===== src/design/aflm_pkg.sv =====
package aflm_pkg;

    localparam int HOP_SIZE     = 512;
    localparam int HOP_BITS     = $clog2(HOP_SIZE);
    localparam int MAX_CHANNELS = 64;
    localparam int POS_W        = $clog2(MAX_CHANNELS);
    localparam int CNT_W        = 7;
    localparam int SAMPLE_W     = 16;
    localparam int MIX_W        = 22;
    localparam int MAG_W        = MIX_W;
    localparam int PROD_W       = 2 * MAG_W;
    localparam int SQR_W        = PROD_W + HOP_BITS;
    localparam int RMS_W        = 15;
    localparam int RAD_W        = 2 * RMS_W;
    localparam int REM_W        = RMS_W + 2;
    localparam int COEFF_W      = 17;
    localparam int ACC_W        = RMS_W + 16;
    localparam int SPROD_W      = COEFF_W + ACC_W;
    localparam int PEAK_W       = 16;
    localparam int FRAME_W      = 32;
    localparam int DIV_STEPS    = MAG_W;
    localparam int SQRT_STEPS   = RMS_W;
    localparam int STEP_W       = $clog2(DIV_STEPS);

    localparam logic [RMS_W-1:0]   POWER_MAX   = '1;
    localparam logic [COEFF_W-1:0] Q16_ONE     = COEFF_W'(65536);
    localparam logic [ACC_W-1:0]   SMOOTH_MAX  = {POWER_MAX, 16'h0000};

    localparam logic [CNT_W-1:0]   RST_CHANNEL_COUNT = CNT_W'(1);
    localparam logic [COEFF_W-1:0] RST_ATTACK        = COEFF_W'(16515);
    localparam logic [COEFF_W-1:0] RST_RELEASE       = COEFF_W'(3697);

    localparam int CFG_IDX_W = 2;
    localparam int CFG_DATA_W = COEFF_W;
    localparam logic [CFG_IDX_W-1:0] CFG_CHANNEL_COUNT = 2'd0;
    localparam logic [CFG_IDX_W-1:0] CFG_ATTACK_COEFF  = 2'd1;
    localparam logic [CFG_IDX_W-1:0] CFG_RELEASE_COEFF = 2'd2;

    typedef struct packed {
        logic accept;
        logic div_start;
        logic div_step;
        logic sq_mul;
        logic hop_acc;
        logic sqrt_load;
        logic sqrt_step;
        logic smooth_mul;
        logic frame_load;
    } t_dp_cmd;

    typedef struct packed {
        logic group_done;
        logic hop_last;
        logic out_free;
    } t_dp_status;

endpackage


===== src/design/aflm_ctrl.sv =====
module aflm_ctrl import aflm_pkg::*; (
    input  logic       i_clk,
    input  logic       i_rst_n,
    input  logic       i_in_valid,
    output logic       o_in_stall,
    input  t_dp_status i_status,
    output t_dp_cmd    o_cmd
);

    localparam logic [2:0] S_IDLE = 3'd0;
    localparam logic [2:0] S_DIV  = 3'd1;
    localparam logic [2:0] S_SQR  = 3'd2;
    localparam logic [2:0] S_ACC  = 3'd3;
    localparam logic [2:0] S_RAD  = 3'd4;
    localparam logic [2:0] S_ROOT = 3'd5;
    localparam logic [2:0] S_MUL  = 3'd6;
    localparam logic [2:0] S_EMIT = 3'd7;

    logic [2:0]        r_state, n_state;
    logic [STEP_W-1:0] r_step, n_step;

    always_comb begin
        n_state = r_state;
        n_step  = r_step;
        o_cmd   = '0;
        unique case (r_state)
            S_IDLE: begin
                if (i_in_valid) begin
                    o_cmd.accept = 1'b1;
                    if (i_status.group_done) begin
                        o_cmd.div_start = 1'b1;
                        n_step  = '0;
                        n_state = S_DIV;
                    end
                end
            end
            S_DIV: begin
                o_cmd.div_step = 1'b1;
                n_step = r_step + STEP_W'(1);
                if (r_step == STEP_W'(DIV_STEPS - 1)) begin
                    n_state = S_SQR;
                end
            end
            S_SQR: begin
                o_cmd.sq_mul = 1'b1;
                n_state = S_ACC;
            end
            S_ACC: begin
                o_cmd.hop_acc = 1'b1;
                n_state = i_status.hop_last ? S_RAD : S_IDLE;
            end
            S_RAD: begin
                o_cmd.sqrt_load = 1'b1;
                n_step  = '0;
                n_state = S_ROOT;
            end
            S_ROOT: begin
                o_cmd.sqrt_step = 1'b1;
                n_step = r_step + STEP_W'(1);
                if (r_step == STEP_W'(SQRT_STEPS - 1)) begin
                    n_state = S_MUL;
                end
            end
            S_MUL: begin
                o_cmd.smooth_mul = 1'b1;
                n_state = S_EMIT;
            end
            S_EMIT: begin
                if (i_status.out_free) begin
                    o_cmd.frame_load = 1'b1;
                    n_state = S_IDLE;
                end
            end
            default: n_state = S_IDLE;
        endcase
    end

    always_ff @(posedge i_clk) begin
        if (!i_rst_n) begin
            r_state <= S_IDLE;
            r_step  <= '0;
        end else begin
            r_state <= n_state;
            r_step  <= n_step;
        end
    end

    assign o_in_stall = (r_state != S_IDLE);

endmodule


===== src/design/aflm_dp.sv =====
module aflm_dp import aflm_pkg::*; (
    input  logic                  i_clk,
    input  logic                  i_rst_n,
    input  t_dp_cmd               i_cmd,
    output t_dp_status            o_status,
    input  logic [SAMPLE_W-1:0]   i_sample,
    input  logic                  i_cfg_we,
    input  logic [CFG_IDX_W-1:0]  i_cfg_index,
    input  logic [CFG_DATA_W-1:0] i_cfg_data,
    input  logic                  i_out_stall,
    output logic                  o_out_valid,
    output logic [RMS_W-1:0]      o_level_power,
    output logic [RMS_W-1:0]      o_raw_rms,
    output logic [PEAK_W-1:0]     o_peak_level,
    output logic                  o_is_silent,
    output logic                  o_power_changed,
    output logic [FRAME_W-1:0]    o_frame_number
);

    // configuration
    logic [CNT_W-1:0]   r_channel_count;
    logic [COEFF_W-1:0] r_attack_coeff;
    logic [COEFF_W-1:0] r_release_coeff;

    always_ff @(posedge i_clk) begin
        if (!i_rst_n) begin
            r_channel_count <= RST_CHANNEL_COUNT;
            r_attack_coeff  <= RST_ATTACK;
            r_release_coeff <= RST_RELEASE;
        end else if (i_cfg_we) begin
            unique case (i_cfg_index)
                CFG_CHANNEL_COUNT: r_channel_count <= i_cfg_data[CNT_W-1:0];
                CFG_ATTACK_COEFF:  r_attack_coeff  <= i_cfg_data;
                CFG_RELEASE_COEFF: r_release_coeff <= i_cfg_data;
                default: ;
            endcase
        end
    end

    // channel mix
    logic [CNT_W-1:0]        eff_count;
    logic [POS_W-1:0]        r_chan_pos;
    logic signed [MIX_W-1:0] r_mix_sum;
    logic [CNT_W-1:0]        pos_next;
    logic signed [MIX_W-1:0] mix_next;
    logic [MAG_W-1:0]        mix_mag;

    always_comb begin
        if (r_channel_count == '0) begin
            eff_count = CNT_W'(1);
        end else if (r_channel_count > CNT_W'(MAX_CHANNELS)) begin
            eff_count = CNT_W'(MAX_CHANNELS);
        end else begin
            eff_count = r_channel_count;
        end
    end

    assign pos_next = CNT_W'(r_chan_pos) + CNT_W'(1);
    assign mix_next = r_mix_sum + MIX_W'(signed'(i_sample));
    assign mix_mag  = mix_next[MIX_W-1] ? MAG_W'(-mix_next) : MAG_W'(mix_next);

    always_ff @(posedge i_clk) begin
        if (!i_rst_n) begin
            r_chan_pos <= '0;
            r_mix_sum  <= '0;
        end else if (i_cmd.accept) begin
            if (o_status.group_done) begin
                r_chan_pos <= '0;
                r_mix_sum  <= '0;
            end else begin
                r_chan_pos <= pos_next[POS_W-1:0];
                r_mix_sum  <= mix_next;
            end
        end
    end

    // serial divide of the group magnitude by the channel count
    logic [MAG_W-1:0] r_div_q;
    logic [CNT_W-1:0] r_div_rem;
    logic [CNT_W-1:0] r_div_d;
    logic [CNT_W-1:0] div_try;
    logic             div_ge;

    assign div_try = {r_div_rem[CNT_W-2:0], r_div_q[MAG_W-1]};
    assign div_ge  = (div_try >= r_div_d);

    always_ff @(posedge i_clk) begin
        if (i_cmd.div_start) begin
            r_div_q   <= mix_mag;
            r_div_rem <= '0;
            r_div_d   <= eff_count;
        end else if (i_cmd.div_step) begin
            r_div_rem <= div_ge ? (div_try - r_div_d) : div_try;
            r_div_q   <= {r_div_q[MAG_W-2:0], div_ge};
        end
    end

    // hop accumulation
    logic [PROD_W-1:0]   r_sq_prod;
    logic [SQR_W-1:0]    r_square_sum;
    logic [MAG_W-1:0]    r_peak;
    logic [HOP_BITS-1:0] r_hop_pos;

    always_ff @(posedge i_clk) begin
        if (i_cmd.sq_mul) begin
            r_sq_prod <= PROD_W'(r_div_q) * PROD_W'(r_div_q);
        end
    end

    always_ff @(posedge i_clk) begin
        if (!i_rst_n) begin
            r_square_sum <= '0;
            r_peak       <= '0;
            r_hop_pos    <= '0;
        end else if (i_cmd.hop_acc) begin
            r_square_sum <= r_square_sum + SQR_W'(r_sq_prod);
            if (r_div_q > r_peak) begin
                r_peak <= r_div_q;
            end
            r_hop_pos <= r_hop_pos + HOP_BITS'(1);
        end else if (i_cmd.frame_load) begin
            r_square_sum <= '0;
            r_peak       <= '0;
        end
    end

    // square root of the mean square, two radicand bits per step
    logic [RAD_W-1:0]   r_sq_rad;
    logic               r_sq_over;
    logic [REM_W-1:0]   r_sq_rem;
    logic [RMS_W-1:0]   r_sq_root;
    logic [REM_W+1:0]   sq_try;
    logic [REM_W+1:0]   sq_trial;
    logic               sq_ge;
    logic [RMS_W-1:0]   rms;

    assign sq_try   = {r_sq_rem, r_sq_rad[RAD_W-1 -: 2]};
    assign sq_trial = {2'b00, r_sq_root, 2'b01};
    assign sq_ge    = (sq_try >= sq_trial);

    always_ff @(posedge i_clk) begin
        if (i_cmd.sqrt_load) begin
            r_sq_rad  <= r_square_sum[HOP_BITS +: RAD_W];
            r_sq_over <= |r_square_sum[SQR_W-1:HOP_BITS+RAD_W];
            r_sq_rem  <= '0;
            r_sq_root <= '0;
        end else if (i_cmd.sqrt_step) begin
            r_sq_rad  <= {r_sq_rad[RAD_W-3:0], 2'b00};
            r_sq_rem  <= sq_ge ? REM_W'(sq_try - sq_trial) : REM_W'(sq_try);
            r_sq_root <= {r_sq_root[RMS_W-2:0], sq_ge};
        end
    end

    assign rms = r_sq_over ? POWER_MAX : r_sq_root;

    // attack / release smoothing
    logic [ACC_W-1:0]   r_smooth;
    logic [SPROD_W-1:0] r_sm_prod;
    logic               r_rise;
    logic [RMS_W-1:0]   r_rms;
    logic [ACC_W-1:0]   target;
    logic               rise;
    logic [ACC_W-1:0]   delta;
    logic [COEFF_W-1:0] coeff_sel;
    logic [COEFF_W-1:0] coeff;
    logic [31:0]        sm_step;
    logic [ACC_W+1:0]   sm_sum;
    logic [ACC_W-1:0]   smooth_new;
    logic [31:0]        power_sum;
    logic [RMS_W-1:0]   power;

    assign target    = {rms, 16'h0000};
    assign rise      = (target > r_smooth);
    assign delta     = rise ? (target - r_smooth) : (r_smooth - target);
    assign coeff_sel = rise ? r_attack_coeff : r_release_coeff;
    assign coeff     = (coeff_sel > Q16_ONE) ? Q16_ONE : coeff_sel;

    always_ff @(posedge i_clk) begin
        if (i_cmd.smooth_mul) begin
            r_sm_prod <= SPROD_W'(coeff) * SPROD_W'(delta);
            r_rise    <= rise;
            r_rms     <= rms;
        end
    end

    assign sm_step = r_sm_prod[SPROD_W-1:16];
    assign sm_sum  = (ACC_W+2)'(r_smooth) + (ACC_W+2)'(sm_step);

    always_comb begin
        if (r_rise) begin
            smooth_new = (sm_sum > (ACC_W+2)'(SMOOTH_MAX)) ? SMOOTH_MAX : sm_sum[ACC_W-1:0];
        end else if (sm_step > 32'(r_smooth)) begin
            smooth_new = '0;
        end else begin
            smooth_new = r_smooth - sm_step[ACC_W-1:0];
        end
    end

    assign power_sum = 32'(smooth_new) + 32'd32768;
    assign power     = (power_sum[31:16] > 16'(POWER_MAX)) ? POWER_MAX
                                                           : power_sum[16 +: RMS_W];

    // frame result register
    logic                  r_out_valid;
    logic [RMS_W-1:0]      r_level_power;
    logic [RMS_W-1:0]      r_raw_rms;
    logic [PEAK_W-1:0]     r_peak_level;
    logic                  r_is_silent;
    logic                  r_power_changed;
    logic [FRAME_W-1:0]    r_frame_cnt;

    always_ff @(posedge i_clk) begin
        if (!i_rst_n) begin
            r_out_valid   <= 1'b0;
            r_smooth      <= '0;
            r_level_power <= '0;
            r_frame_cnt   <= '0;
        end else if (i_cmd.frame_load) begin
            r_out_valid   <= 1'b1;
            r_smooth      <= smooth_new;
            r_level_power <= power;
            r_frame_cnt   <= r_frame_cnt + FRAME_W'(1);
        end else if (!i_out_stall) begin
            r_out_valid   <= 1'b0;
        end
    end

    always_ff @(posedge i_clk) begin
        if (i_cmd.frame_load) begin
            r_raw_rms       <= r_rms;
            r_peak_level    <= r_peak[PEAK_W-1:0];
            r_is_silent     <= (r_square_sum == '0);
            r_power_changed <= (power != r_level_power);
        end
    end

    assign o_status.group_done = (pos_next >= eff_count);
    assign o_status.hop_last   = (r_hop_pos == HOP_BITS'(HOP_SIZE - 1));
    assign o_status.out_free   = !r_out_valid || !i_out_stall;

    assign o_out_valid     = r_out_valid;
    assign o_level_power   = r_level_power;
    assign o_raw_rms       = r_raw_rms;
    assign o_peak_level    = r_peak_level;
    assign o_is_silent     = r_is_silent;
    assign o_power_changed = r_power_changed;
    assign o_frame_number  = r_frame_cnt;

endmodule


===== src/design/audio_frame_level_meter_top.sv =====
// channel  direction  handshake                  payload
// in       sink       i_in_valid / o_in_stall    i_sample
// out      source     o_out_valid / i_out_stall  level, rms, peak, flags, frame number
// cfg      sink       i_cfg_valid / o_cfg_ready  i_cfg_index, i_cfg_data
//
// an item that does not close a channel group is mixed in and leaves the block idle
// closing a group runs a 22-step serial divide by the channel count,
// the squaring multiply and the hop accumulate
// closing a hop adds a 15-step square root, the smoothing multiply and the update
// sync active-low reset clears counters and sums and restores register defaults
// a stalled result holds the block in its final step until the output register frees
module audio_frame_level_meter_top import aflm_pkg::*; (
    input  logic                  i_clk,
    input  logic                  i_rst_n,
    input  logic                  i_in_valid,
    output logic                  o_in_stall,
    input  logic [SAMPLE_W-1:0]   i_sample,
    output logic                  o_out_valid,
    input  logic                  i_out_stall,
    output logic [RMS_W-1:0]      o_level_power,
    output logic [RMS_W-1:0]      o_raw_rms,
    output logic [PEAK_W-1:0]     o_peak_level,
    output logic                  o_is_silent,
    output logic                  o_power_changed,
    output logic [FRAME_W-1:0]    o_frame_number,
    input  logic                  i_cfg_valid,
    output logic                  o_cfg_ready,
    input  logic [CFG_IDX_W-1:0]  i_cfg_index,
    input  logic [CFG_DATA_W-1:0] i_cfg_data
);

    t_dp_cmd    cmd;
    t_dp_status status;

    assign o_cfg_ready = 1'b1;

    aflm_ctrl u_ctrl (
        .i_clk      (i_clk),
        .i_rst_n    (i_rst_n),
        .i_in_valid (i_in_valid),
        .o_in_stall (o_in_stall),
        .i_status   (status),
        .o_cmd      (cmd)
    );

    aflm_dp u_dp (
        .i_clk           (i_clk),
        .i_rst_n         (i_rst_n),
        .i_cmd           (cmd),
        .o_status        (status),
        .i_sample        (i_sample),
        .i_cfg_we        (i_cfg_valid),
        .i_cfg_index     (i_cfg_index),
        .i_cfg_data      (i_cfg_data),
        .i_out_stall     (i_out_stall),
        .o_out_valid     (o_out_valid),
        .o_level_power   (o_level_power),
        .o_raw_rms       (o_raw_rms),
        .o_peak_level    (o_peak_level),
        .o_is_silent     (o_is_silent),
        .o_power_changed (o_power_changed),
        .o_frame_number  (o_frame_number)
    );

endmodule

===== config.mk =====
export PLATFORM = sky130hd
export DESIGN_NAME = audio_frame_level_meter_top
export DESIGN_NICKNAME = d
export VERILOG_FILES = /design/src/design/aflm_pkg.sv /design/src/design/aflm_ctrl.sv /design/src/design/aflm_dp.sv /design/src/design/audio_frame_level_meter_top.sv
export SDC_FILE = /design/constraint.sdc
export NUM_CORES = 2
export LEC_CHECK = 0
export BUFFER_PORTS_ARGS = -buffer_cell sky130_fd_sc_hd__buf_2
export CAP_MARGIN = 20
export CORE_MARGIN = 1
export CORE_UTILIZATION = 25
export DETAILED_ROUTE_END_ITERATION = 16
export GPL_TIMING_DRIVEN = 0
export PLACE_DENSITY = 0.5
export SYNTH_ARGS = -nofsm -noshare
export SYNTH_HDL_FRONTEND = slang
export SYNTH_SLANG_ARGS = --single-unit

===== constraint.sdc =====
create_clock -name i_clk -period 14.7 [get_ports i_clk]
set_input_delay 0.735 -clock i_clk [delete_from_list [all_inputs] [get_ports i_clk]]
set_output_delay 0.735 -clock i_clk [all_outputs]
set_load 0.01 [all_outputs]

## Word level (Yosys, flattened, before mapping)

Index checks and enable logic that the tools add are counted.

- Output and inout bits: 83
- Word-level logic and storage cells: 142
- Input port bits: 40
- Flip-flop bits (word level): 479

- Add/sub/neg operators: 14
- Mux-type cells: 47
- Eq/ne operators: 20
- Multipliers: 2
- $lt $le $gt $ge: 10
- Reduce and logical (&&, ||, !) cells: 20

Operators by type and width:

| kind | number |
|---|---|
| 2-to-1 mux 22 bit | 7 |
| 2-to-1 mux 31 bit | 4 |
| 2-to-1 mux 53 bit | 2 |
| subtractor 31 bit | 3 |
| 2-to-1 mux 30 bit | 2 |
| adder 53 x 44 -> 53 bit | 1 |
| logical NOT 53 bit | 1 |
| 2-to-1 mux 17 bit | 3 |
| multiplier 17 x 31 -> 48 bit | 1 |
| multiplier 22 x 22 -> 44 bit | 1 |
| adder 31 x 32 -> 33 bit | 1 |
| greater-than comparator 33 x 31 -> 1 bit (second input constant) | 1 |
| adder 31 x 16 -> 32 bit (second input constant) | 1 |
| adder 32 x 1 -> 32 bit (second input constant) | 1 |
| greater-than comparator 32 x 31 -> 1 bit | 1 |
| greater-than comparator 31 bit | 1 |
| 2-to-1 mux 15 bit | 2 |
| case mux 3 bit (8 select lines) | 1 |
| adder 22 x 16 -> 22 bit | 1 |
| greater-than comparator 22 bit | 1 |
| negator 22 bit | 1 |
| >= comparator 19 x 17 -> 1 bit | 1 |
| 2-to-1 mux 3 bit | 6 |
| greater-than comparator 17 bit (second input constant) | 1 |
| other kinds (37) | 68 |

## Depth between registers and ports, before layout

- Depth after elaboration: 8
- Mapped depth: 49
- Gate-level depth less buffers: 44

## Hierarchy

A second synthesis with hierarchy kept.

- Cell total of the unflattened synthesis: 6724
- Area total of the unflattened synthesis: 58805.1 um2

Modules (own cells, without submodules):

| module | cells an instance | area an instance (um2) | sequential area each (um2) | times used |
|---|---|---|---|---|
| aflm_dp | 6661 | 58264.6 | 10930.5 | 1 |
| aflm_ctrl | 61 | 529.3 | 160.2 | 1 |
| audio_frame_level_meter_top | 2 | 11.3 | 0.0 | 1 |

## Worst setup path after synthesis

OpenSTA, ideal clock, no wires.

- Kind: flip-flop to flip-flop
- From: register u_dp.r_smooth[0]
- To: register u_dp.r_sm_prod[47], data pin
- Period minus slack after synthesis: 10.566 ns
- Required time: 14.440 ns
- Path buffers: 4
- Path slack: 4.134 ns
- Stages on the path, launching flop included: 43
- Library setup time: 0.260 ns
- Data arrival time: 10.306 ns
- Cell sequence: dfxtp_1 -> buf_2 -> or4_1 -> nor3_1 -> and4_1 -> a211oi_1 -> o31a_1 -> o21a_1 -> o21ai_1 -> a21oi_1 -> nor2b_1 -> o21ai_1 -> buf_2 -> o21ai_1 -> buf_2 -> or2_2 -> buf_2 -> nor2_1 -> (+7 left out) -> fa_1 -> ha_1 -> a21o_1 -> a21o_1 -> a21oi_1 -> o21ai_0 -> a211oi_1 -> nor4_1 -> a211o_1 -> a41o_1 -> a211oi_1 -> o21ai_0 -> o211a_1 -> nand4_1 -> a311oi_1 -> a21o_1 -> a21oi_1 -> xnor2_1

- Word-level cells in the longest chain between the ends: 5
- Elaborated cells between the ends (all ways): 8
- Those cells by class: add/sub (2); mul (1); order compare (2); mux (3)

Ends and longest elaborated chain:

| item | RTL line | source |
|---|---|---|
| start, declared | aflm_dp.sv:157 | `logic [ACC_W-1:0] r_smooth;` |
| start signal, assigned | aflm_dp.sv:220 | `r_smooth <= smooth_new;` |
| greater-than comparator 31 bit | aflm_dp.sv:173 | `assign rise = (target > r_smooth);` |
| 2-to-1 mux 17 bit | aflm_dp.sv:175 | `assign coeff_sel = rise ? r_attack_coeff : r_release_coeff;` |
| greater-than comparator 17 bit | aflm_dp.sv:176 | `assign coeff = (coeff_sel > Q16_ONE) ? Q16_ONE : coeff_sel;` |
| 2-to-1 mux 17 bit | aflm_dp.sv:176 |  |
| multiplier 17 x 31 -> 48 bit (*) | aflm_dp.sv:180 | `r_sm_prod <= SPROD_W'(coeff) * SPROD_W'(delta);` |
| end signal, assigned | aflm_dp.sv:180 |  |
| end, declared | aflm_dp.sv:158 | `logic [SPROD_W-1:0] r_sm_prod;` |

Every way passes the cells marked *; elsewhere a longest branch is shown, timed or not.
A chain may end at the register's enable or synchronous reset.

## Worst setup path after layout

- From: register u_dp.r_sq_over
- To: register u_dp.r_sm_prod[47], data pin

- Word-level cells in the longest chain between the ends: 6
- Elaborated cells between the ends (all ways): 9
- Those cells by class: add/sub (2); mul (1); order compare (2); mux (4)

Ends and longest elaborated chain:

| item | RTL line | source |
|---|---|---|
| start, declared | aflm_dp.sv:129 | `logic r_sq_over;` |
| start signal, assigned | aflm_dp.sv:144 | `r_sq_over <= \|r_square_sum[SQR_W-1:HOP_BITS+RAD_W];` |
| 2-to-1 mux 15 bit (*) | aflm_dp.sv:154 | `assign rms = r_sq_over ? POWER_MAX : r_sq_root;` |
| net u_dp.rms[0] | aflm_dp.sv:135 | `logic [RMS_W-1:0] rms;` |
| greater-than comparator 31 bit | aflm_dp.sv:173 |  |
| 2-to-1 mux 17 bit | aflm_dp.sv:175 |  |
| greater-than comparator 17 bit | aflm_dp.sv:176 |  |
| 2-to-1 mux 17 bit | aflm_dp.sv:176 |  |
| multiplier 17 x 31 -> 48 bit (*) | aflm_dp.sv:180 |  |

Mark *: on every way through the listed nets, which the timed path passes. The rest lies on a longest branch.

==> summary.md <==
| Metric | Value |
|---|---|
| Crit. End Element | register |
| Starting DRC count in detailed routing | 3394 |
| Final hold viol count | 0 |
| Post-DP HPWL | 165000 um |
| Filler Cells Inserted | 25500 |
| Top cell type's share of synthesized area | 26.4% |
| Share of layout cells above drive strength 1 | 5.86% |
| CTS tree | yes |
| H-Tree Depth | 2 |
| Synth top cells by count | inv_1 (1155), nand2_1 (901), fa_1 (783) |
| Post-synth EDFFs | 184 |
| Synth area leader | fa_1 |
| Worst path most repeated cell | fa_1 |
| Yosys reg bits | 462 |
| Final slew viol count | 0 |
| Area grow syn2layout | 11.6% |
| # nets final | 8370 |
| Clock transition at path regs | 0.06 ns |
| Initial Util | 25.2% |
| CP max-delay cell | a211oi_1 |
| Critical Path RT | 15.14 ns |
| Worst setup SP type | register |
| Cell variety after synth | 103 |
| Fmax | 0.0727 GHz |
| Kind of critical path | reg2reg |
| Skew-Pair Late Insertion Delay | 0.70 ns |
| CP max FO | 10 |
| Worst Path Arrival | 14.19 ns |
| Initial antenna violation count | 25 |
| Gr usage total | 16.7% |
| Hold Path Class | in2reg |
| Die X | 489 um |
| Clk root buf | clkbuf_16 |
| Area of the multi-input gates | 42700 um^2 |
| Die Height | 489 um |
| Synthesized instance count | 6807 |
| IO buf count | 121 |
| Syn Area/Cell | 8.72 um^2 |
| RSZ-0062 raised after global routing | false |
| Clock sinks | 462 |
| Synth warnings | 0 |
| Most frequent cell after synthesis | inv_1 |
| Final TNS setup | 0 ns |
| Routed wire per std cell | 19.6 um |
| Row Count | 178 |
| DRC viols | 0 |
| Synthesized area | 59300 um^2 |
| Worst slew pin tran | 1.17 ns |
| Largest net degree at the start of global routing | 36 |
| Vias in the first global route | 48900 |
| Outcome | completed |
| Post-synthesis sequential area ratio | 18.7% |
| Final ANT Viol Nets | 0 |
| Grt ovf | 0 |
| Post-synth ARST share | 0% |
| Fin crit share | 93.5% |
| Final setup fails | 0 |
| Number of vias per cell | 4.66 |
| Postcts setup bufs | 0 |
| Worst Skew | 0.0375 ns |
| Worst stage delay on the critical path | 0.69 ns |
| Top FF cell, synth | dfxtp_1 |
| I/O pins | 123 |
| FF-to-FF setup slack | 0.95 ns |
| Detailed Routing Iterations Pass 1 | 6 |
| MaxCap Viol Count | 0 |
| Total die area | 239000 um^2 |
| Place WS | 0.709 ns |
| Synth area leaders | fa_1 (26%), ha_1 (11%), dfxtp_1 (9.4%), edfxtp_1 (9.3%), inv_1 (7.3%) |
| Core footprint | 236000 um^2 |
| Worst setup margin | 0.949 ns |
| CTS Buffer Depth | 3 |
| GPL Wtd Cong | 0.918 |
| Via Count | 47600 |
| Num CTS Buffers | 58 |
| Min Tclk post-route | 13.75 ns |
| Reg area | 11100 um^2 |
| Relative slew margins | 21.4% |
| Drt total wl | 200000 um |
| First-pass GRT wire length | 304000 um |
cell usage in the layout (no fill, tap or decap), types with 12 or more instances in the layout:
cell,Yosys,final
xor2_1,94,94
o21bai_1,35,35
buf_1,15,14
ha_1,533,533
a21boi_0,84,84
a31oi_1,29,29
a22oi_1,19,19
clkbuf_1,177,189
clkbuf_16,0,61
dfxtp_1,278,278
a211o_1,14,14
o211ai_1,20,20
nor2b_1,82,81
or3_1,32,32
and4_1,12,12
buf_2,51,175
nand2b_1,47,47
nor2_1,450,449
nor3b_1,14,14
nand2_1,901,901
buf_4,24,37
nand4_1,52,52
nand3_1,120,120
mux2i_1,43,43
o21a_1,53,53
o31ai_1,30,30
a31o_2,12,12
nor3_1,66,66
nor4_1,45,45
o21ai_0,221,221
a21o_1,112,112
xnor2_1,210,210
inv_1,1155,1155
or2_2,33,33
a21oi_1,281,281
a211oi_1,36,35
fa_1,783,783
and2_1,197,196
and3_1,65,65
edfxtp_1,184,184
cell families (layout without fill, tap and decap cells):
| kind of cell | Yosys count | after routing | share of synthesized area [%] |
|---|---|---|---|
| XOR/XNOR | 305 | 305 | 4.51 |
| other | 2 | 7 | 0.0127 |
| AND/OR/NAND/NOR | 2170 | 2170 | 17.1 |
| buffers and inverters | 1434 | 1689 | 9.38 |
| adder cells (fa/ha/maj) | 1316 | 1316 | 37.7 |
| multiplexers | 44 | 44 | 0.744 |
| flip-flops | 462 | 462 | 18.7 |
| AO/OA/AOI/OAI | 1074 | 1074 | 11.9 |
worst paths after layout:
check | start | end | cells after the start
max reg2reg | u_dp.r_sq_over | u_dp.r_sm_prod[47] | 41
min | i_cfg_data[7] | u_dp.r_attack_coeff[7] | 3
max | u_dp.r_sq_over | u_dp.r_sm_prod[47] | 41
min reg2reg | u_dp.r_rms[4] | u_dp.o_raw_rms[4] | 0
critical path: cells and delay by family (launching register included):
kind / cells / cell delay [ns]
AND/OR/NAND/NOR: 6 / 1.21
AO/OA/AOI/OAI: 20 / 5.80
flip-flops: 1 / 0.43
XOR/XNOR: 2 / 0.69
buffers and inverters: 5 / 1.65
adder cells (fa/ha/maj): 8 / 3.71
registers in the layout, summed over array words and instances (netlist names), 9 cells and up:
signal	count
u_dp.o_frame_number	32
u_dp.o_level_power	15
u_dp.o_peak_level	16
u_dp.o_raw_rms	15
u_dp.r_attack_coeff	17
u_dp.r_div_q	22
u_dp.r_hop_pos	9
u_dp.r_mix_sum	22
u_dp.r_peak	22
u_dp.r_release_coeff	17
u_dp.r_rms	15
u_dp.r_sm_prod	32
u_dp.r_smooth	31
u_dp.r_sq_prod	43
u_dp.r_sq_rad	30
u_dp.r_sq_rem	17
u_dp.r_sq_root	15
u_dp.r_square_sum	53
stage by stage:
step                      instance area (um^2)  cells  utilization [%]  hold WS, ns
final                                    66200  10200             28.1        0.270
after floorplan                          59300   6808                -        0.400
after detailed placement                 64200  10100             27.2        0.411
after global placement                   63900  10100             27.1        0.402
after global routing                     66200  10200             28.1        0.243
after CTS                                66200  10200             28.1        0.210
area by class of cell:
class	count	share of cell area [%]
repair buffers	146	1.37
multi-input cells	4912	64.5
clock inverters	28	0.555
clock buffers	81	2.48
flip-flops and latches	462	16.7
well taps	3150	5.95
plain buffers	272	1.83
inverters	1162	6.58
diodes	4	0.0151
per-layer routing:
| metal | vias to the layer above | part of all wire (%) | GRT usage (%) |
|---|---|---|---|
| met1 | 23600 | 45 | 22.5 |
| met4 | 2 | 2.9 | 4.56 |
| met5 | - | 0.0065 | 0 |
| met3 | 267 | 6.2 | 2.51 |
| met2 | 1350 | 46 | 27.4 |
| li1 | 22400 | - | - |
what timing repair did:
| item | CTS | global route |
|---|---|---|
| endpoints found under the hold margin | 0 | 0 |
| endpoints found under the setup margin | 0 | 2 |
| gates resized for setup | 0 | 2 |
| hold buffers | 0 | 0 |
Power is not shown: default switching activity piles up to over one toggle a cycle in this logic, so the estimate is an artifact.
